<file path="src/hdl/chs_pkg.sv">
// Shared types and constants for the chained hash set.
// Holds operation codes, controller states and the command and status bundles.
// No dependencies.
package chs_pkg;

   localparam int KEY_PORT_BITS = 16;
   localparam int CNT_BITS      = 11;

   localparam logic [CNT_BITS-1:0] CMP_MAX             = 11'h7FF;
   localparam logic [CNT_BITS-1:0] BUCKET_COUNT_RESET  = 11'd1024;

   typedef enum logic [1:0] {
      FUNC_INSERT = 2'd0,
      FUNC_SEARCH = 2'd1,
      FUNC_CLEAR  = 2'd2,
      FUNC_NOP    = 2'd3
   } func_type;

   typedef enum logic [2:0] {
      ST_INIT,
      ST_IDLE,
      ST_MOD,
      ST_HEAD,
      ST_WALK,
      ST_CLEAR,
      ST_DONE
   } state_type;

   // Commands from the controller to the datapath.
   typedef struct packed {
      logic load;
      logic mod_start;
      logic head_write;
      logic walk_head;
      logic walk_next;
      logic sweep;
      logic pool_clear;
      logic set_drop;
      logic out_load;
   } cmd_type;

   // Status from the datapath to the controller.
   typedef struct packed {
      logic pool_full;
      logic mod_done;
      logic head_valid;
      logic key_hit;
      logic link_valid;
      logic sweep_last;
      logic out_free;
   } status_type;

endpackage

</file>
<file path="src/hdl/chs_ctrl.sv">
// Controller state machine of the chained hash set.
// Depends on chs_pkg; drives the datapath through cmd_type and reads status_type.
module chs_ctrl (
   input  logic                  clock,
   input  logic                  reset,
   input  logic                  req_valid,
   output logic                  req_ready,
   input  logic [1:0]            req_func,
   output chs_pkg::cmd_type      cmd,
   input  chs_pkg::status_type   status
);
   import chs_pkg::*;

   state_type state_ff, state_in;
   func_type  op_ff, op_in;
   func_type  req_op;
   logic      accept;

   assign req_op = func_type'(req_func);
   assign accept = req_valid && req_ready;
   assign op_in  = accept ? req_op : op_ff;

   always_comb begin
      state_in = state_ff;
      unique case (state_ff)
         ST_INIT: begin
            if (status.sweep_last) state_in = ST_IDLE;
         end
         ST_IDLE: begin
            if (accept) begin
               unique case (req_op)
                  FUNC_INSERT: state_in = status.pool_full ? ST_DONE : ST_MOD;
                  FUNC_SEARCH: state_in = ST_MOD;
                  FUNC_CLEAR:  state_in = ST_CLEAR;
                  FUNC_NOP:    state_in = ST_DONE;
                  default:     state_in = ST_DONE;
               endcase
            end
         end
         ST_MOD: begin
            if (status.mod_done) state_in = ST_HEAD;
         end
         ST_HEAD: begin
            if (op_ff == FUNC_SEARCH && status.head_valid) state_in = ST_WALK;
            else state_in = ST_DONE;
         end
         ST_WALK: begin
            if (status.key_hit || !status.link_valid) state_in = ST_DONE;
         end
         ST_CLEAR: begin
            if (status.sweep_last) state_in = ST_DONE;
         end
         ST_DONE: begin
            if (status.out_free) state_in = ST_IDLE;
         end
         default: state_in = ST_INIT;
      endcase
   end

   always_comb begin
      cmd       = '0;
      req_ready = (state_ff == ST_IDLE);
      unique case (state_ff)
         ST_INIT: cmd.sweep = 1'b1;
         ST_IDLE: begin
            if (accept) begin
               cmd.load = 1'b1;
               unique case (req_op)
                  FUNC_INSERT: begin
                     cmd.set_drop  = status.pool_full;
                     cmd.mod_start = !status.pool_full;
                  end
                  FUNC_SEARCH: cmd.mod_start  = 1'b1;
                  FUNC_CLEAR:  cmd.pool_clear = 1'b1;
                  FUNC_NOP:    cmd.load       = 1'b1;
                  default:     cmd.load       = 1'b1;
               endcase
            end
         end
         ST_MOD: cmd.load = 1'b0;
         ST_HEAD: begin
            cmd.head_write = (op_ff == FUNC_INSERT);
            cmd.walk_head  = (op_ff == FUNC_SEARCH);
         end
         ST_WALK:  cmd.walk_next = 1'b1;
         ST_CLEAR: cmd.sweep     = 1'b1;
         ST_DONE:  cmd.out_load  = status.out_free;
         default:  cmd.load      = 1'b0;
      endcase
   end

   always_ff @(posedge clock) begin
      if (reset) begin
         state_ff <= ST_INIT;
         op_ff    <= FUNC_NOP;
      end else begin
         state_ff <= state_in;
         op_ff    <= op_in;
      end
   end

endmodule

</file>
<file path="config.mk">
export PLATFORM = sky130hd
export DESIGN_NAME = chs_ctrl
export DESIGN_NICKNAME = d
export VERILOG_FILES = /design/src/hdl/chs_pkg.sv /design/src/hdl/chs_ctrl.sv
export SDC_FILE = /design/constraint.sdc
export NUM_CORES = 1
export LEC_CHECK = 0
export BUFFER_PORTS_ARGS = -buffer_cell sky130_fd_sc_hd__buf_2
export CORE_AREA = 2 2 39 41
export DETAILED_ROUTE_END_ITERATION = 8
export DIE_AREA = 0 0 41 43
export GPL_TIMING_DRIVEN = 0
export HOLD_SLACK_MARGIN = 0.03
export PLACE_DENSITY_LB_ADDON = 0.25
export SYNTH_ARGS = -nofsm -noshare
export SYNTH_HDL_FRONTEND = slang
export SYNTH_SLANG_ARGS = --single-unit
</file>
<file path="constraint.sdc">
create_clock -name clock -period 3.7 [get_ports clock]
set_input_delay 0.555 -clock clock [delete_from_list [all_inputs] [get_ports clock]]
set_output_delay 0.555 -clock clock [all_outputs]
set_load 0.1 [all_outputs]
</file>
; Word-level counts from Yosys, hierarchy flattened
; Index checks and enable logic that the tools add are counted.
[classes]
eq_ne = 16
muxes = 22
n_reduce_logical = 10
[ops]
columns = operator, count
row1 = 3-bit two-way mux, 7
row2 = 3-bit one-hot mux with 7 select lines, 1
row3 = 3-bit one-hot mux with 4 select lines, 1
row4 = 2-bit two-way mux, 5
row5 = "2-bit != test, second input constant", 5
row6 = "3-bit == test, second input constant", 3
row7 = 1-bit two-way mux, 7
row8 = "3-bit by 2-bit == test with 1-bit output, second input constant", 2
row9 = 6-bit AND reduction, 1
row10 = "2-bit by 1-bit == test with 1-bit output, second input constant", 2
row11 = "2-bit == test, second input constant", 2
row12 = 2-bit logical NOT, 2
row13 = "3-bit by 1-bit == test with 1-bit output, second input constant", 1
row14 = 3-bit logical NOT, 1
row15 = 1-bit logical AND, 2
row16 = 1-bit logical NOT, 2
row17 = "2-bit by 1-bit != test with 1-bit output, second input constant", 1
row18 = 1-bit one-hot mux with 2 select lines, 1
row19 = 2-bit OR reduction, 1
row20 = 1-bit logical OR, 1
[totals]
ff_bits = 5
output_inout_bits = 10
wordCells = 50

; Logic depth before layout (Yosys ltp)
[logic_depth]
depth_word = 4
mapped_depth = 5
mapped_depth_nobuf = 4

; Least setup slack after synthesis
; OpenSTA, ideal clock, no wires.
[synth_path]
path_kind = flip-flop to output port
startpoint = register state_ff[1]
endpoint = output cmd[6] in the netlist's numbering
arrival_time_ns = 3.464
path_slack_ns = -0.319
path_stages_with_launch = 3
n_path_buf = 1
path_cell_list = dfxtp_1 clkbuf_1 nor4bb_1
[synth_rtl]
columns = element, line
row1 = from (decl), chs_ctrl.sv:14  ; state_type state_ff, state_in;
row2 = from (signal assigned), chs_ctrl.sv:97  ; state_ff <= state_in;
row3 = to (decl), chs_ctrl.sv:9  ; output chs_pkg::cmd_type cmd,

==> impl_metrics.env <==
export IMPL_status="finished clean"
export IMPL_row_count=14
export IMPL_n_antenna_cell=0
export IMPL_area_growth_pct=38.53
export IMPL_postRouteAntennaNets=0
export IMPL_synth_yosys_seq_area_share=0.2446
export IMPL_crit_end="cmd[8]"
export IMPL_rsz0062_at_grt="false"
export IMPL_cts_setup_buffers=0
export IMPL_multi_input_comb_area_sq_um=291.5
export IMPL_fillerInstances=152
export IMPL_ys_seq_elements=5
export IMPL_cts_buffers=3
export IMPL_max_freq_mhz=439.1
export IMPL_grt_pass1_vias=374
export IMPL_io_pin_count=22
export IMPL_grt_overflow=0
export IMPL_antenna_found_initial=0
export IMPL_clkSinkCount=5
export IMPL_dieArea_sq_um=1763
export IMPL_final_cell_area_sq_um=566.8
export IMPL_drc=0
export IMPL_grt_util_all_layers=0.1347
export IMPL_regArea_sq_um=100.1
export IMPL_drive_above_1_share=0.3846
export IMPL_post_cts_resized=0
export IMPL_postPlaceCellArea_sq_um=540.5
export IMPL_pre_cts_ws_ps=1652
export IMPL_hpwlAfterDp_um=781.1
export IMPL_synth_area_per_cell_sq_um=7.720
export IMPL_cp_required_ps=3140
export IMPL_synthAdderAreaFrac=0
export IMPL_p_leak_nw=0.2775
export IMPL_die_h_um=43
export IMPL_drv_slew=0
export IMPL_slew_headroom=0.6787
export IMPL_mostFrequentLayoutCell="buf_2"
export IMPL_fin_crit_sh=0.6155
export IMPL_clock_latency_ps=240
export IMPL_synth_cell_types=27
export IMPL_die_w_um=41
export IMPL_finClkSkew_ps=5.460
export IMPL_yosysWarnings=0
export IMPL_crit_path_start_kind="flop"
export IMPL_worst_pin_slew_ps=485.3
export IMPL_powerDensity_nw_per_um2=914.6
export IMPL_synth_compound_area_frac=0.1529
export IMPL_hold_viol_final=0
export IMPL_route_vias_total=456
export IMPL_hold_path_class="in -> reg"
export IMPL_synthesis_nets=65
export IMPL_port_buffers=21
export IMPL_final_nets=91
export IMPL_r2r_start="state_ff[2]$_SDFFE_PP0P_"
export IMPL_mostFrequentLayoutCells="buf_2 (22), nor2_1 (6), dfxtp_1 (5)"
export IMPL_setup_slack_ps=1423
export IMPL_wl_per_cell_um=10.66
export IMPL_cts_tree="built"
export IMPL_cts_root_buf="clkbuf_4"
export IMPL_fin_util=0.4096
export IMPL_grt_pass1_wl_mm=1.628
export IMPL_gp_congestion=0.7582
export IMPL_critPathArrivalTime_ps=1720
export IMPL_fin_crit_ps=2277
export IMPL_clkTransAtPathRegs_ps=40
export IMPL_crit_path_start="state_ff[2]$_SDFFE_PP0P_"
export IMPL_critPathCaptureType="output pin"
export IMPL_netlist_area_sq_um=409.1
export IMPL_reg2reg_depth=4
export IMPL_cts_max_level=1
export IMPL_ff2ff_setup_slack_ps=2300
export IMPL_synth_cells=53
export IMPL_start_util=0.2957
export IMPL_drt_initial_drc_count=10
export IMPL_grt_max_degree=11
export IMPL_cts_buffer_depth=2
export IMPL_drtPass1Iterations=3
export IMPL_routed_wl_mm=1.002
export IMPL_vias_per_cell=4.851
export IMPL_cts_hold_buf=0
export IMPL_core_region_area_sq_um=1384
export IMPL_vdd_drop_max_mv=0.4485
export IMPL_synth_top_family_by_area="simple AND/OR/NAND/NOR gates"
export IMPL_timing_rr_end="op_ff[0]$_SDFFE_PP1P_"
export IMPL_yosys_area_share_simple=0.4709
export IMPL_muxShareOfSynthArea=0.07339
export IMPL_setup_violations=0
export IMPL_maxCapViolCount=0
export IMPL_cp_max_fo=8
export IMPL_critPathKind="reg -> out"
export IMPL_fin_setup_tns_ps=0
export IMPL_synth_xor_area_share=0
## cell type report
class | instances | area share
Sequential cell | 5 | 0.1766
Clock buffer | 4 | 0.04636
Multi-Input combinational cell | 43 | 0.5143
Timing Repair Buffer | 21 | 0.1854
Tap cell | 16 | 0.03532
Buffer | 3 | 0.02870
Inverter | 2 | 0.01325
## through the flow
step	hold WS [ps]	std cells	power, W
floorplan	552.8	53	0.0004004
global route	564.0	94	0.0005499
finish	549.4	94	0.0005184
CTS	544.2	94	0.0005238
detailed placement	587.2	90	0.0004574
global placement	588.1	90	0.0004554
## worst max-delay path: stages (launching register included)
cell     delay, ps
dfxtp_1        370
nor2_1         210
nand3_1        220
inv_1          150
buf_4          110
buf_2          410
## routing by layer
layer  part of all wire  global-route usage  up-vias
met2               0.48              0.1906       14
met5                  0                   0        -
met1               0.45              0.1839      204
li1                   -                   -      238
met4                  0                   0        0
met3              0.074             0.08377        0
## where the power goes
part	total [W]	internal (W)	switching [W]
sequential	0.0000931	0.0000731	0.0000199
clock	0.0000636	0.0000408	0.0000228
combinational	0.000362	0.0000949	0.000267
## flip-flops by register name, summed over array words and instances (netlist names)
name	count
state_ff	3
op_ff	2
## worst min-delay path by stage
stage          slack [ps]               endpoint  cells after the start             startpoint
2_1_floorplan         550  op_ff[1]$_SDFFE_PP1P_                      2  op_ff[1]$_SDFFE_PP1P_
3_3_place_gp          590  op_ff[1]$_SDFFE_PP1P_                      2  op_ff[1]$_SDFFE_PP1P_
3_5_place_dp          590  op_ff[1]$_SDFFE_PP1P_                      2  op_ff[1]$_SDFFE_PP1P_
4_1_cts               540  op_ff[0]$_SDFFE_PP1P_                      2            req_func[0]
5_1_grt               560  op_ff[0]$_SDFFE_PP1P_                      2            req_func[0]
6_report              550  op_ff[0]$_SDFFE_PP1P_                      2            req_func[0]
## Yosys cell counts
library cell  number  area [sq um]
o21ai_0            1         5.000
buf_4              1         7.510
and2_1             2         12.51
nand3b_1           1         7.510
a31oi_1            1         6.260
nor3_1             3         15.01
inv_1              2         7.510
dfxtp_1            5         100.1
and4b_4            1         13.76
nor2b_1            4         25.02
clkbuf_1           1         3.750
and3_1             1         6.260
a221o_1            1         10.01
nor4bb_1           1         10.01
or3_1              1         6.260
buf_2              1         5.000
o2111ai_2          1         15.01
nand2b_1           4         25.02
nand3_1            2         10.01
nor2_1             6         22.52
a32oi_1            1         8.760
and2b_1            1         7.510
a211o_1            2         17.52
nor2b_2            1         8.760
mux2i_1            3         30.03
nor3b_1            1         7.510
nand2_1            4         15.01
## logic make-up (layout without fill, tap and decap cells)
family          Yosys count  count (layout)
simple gates             33              33
compound gates            7               7
buf+inv                   5              30
mux                       3               3
flops                     5               5
Note: power is estimated with default switching activity, not from simulation.
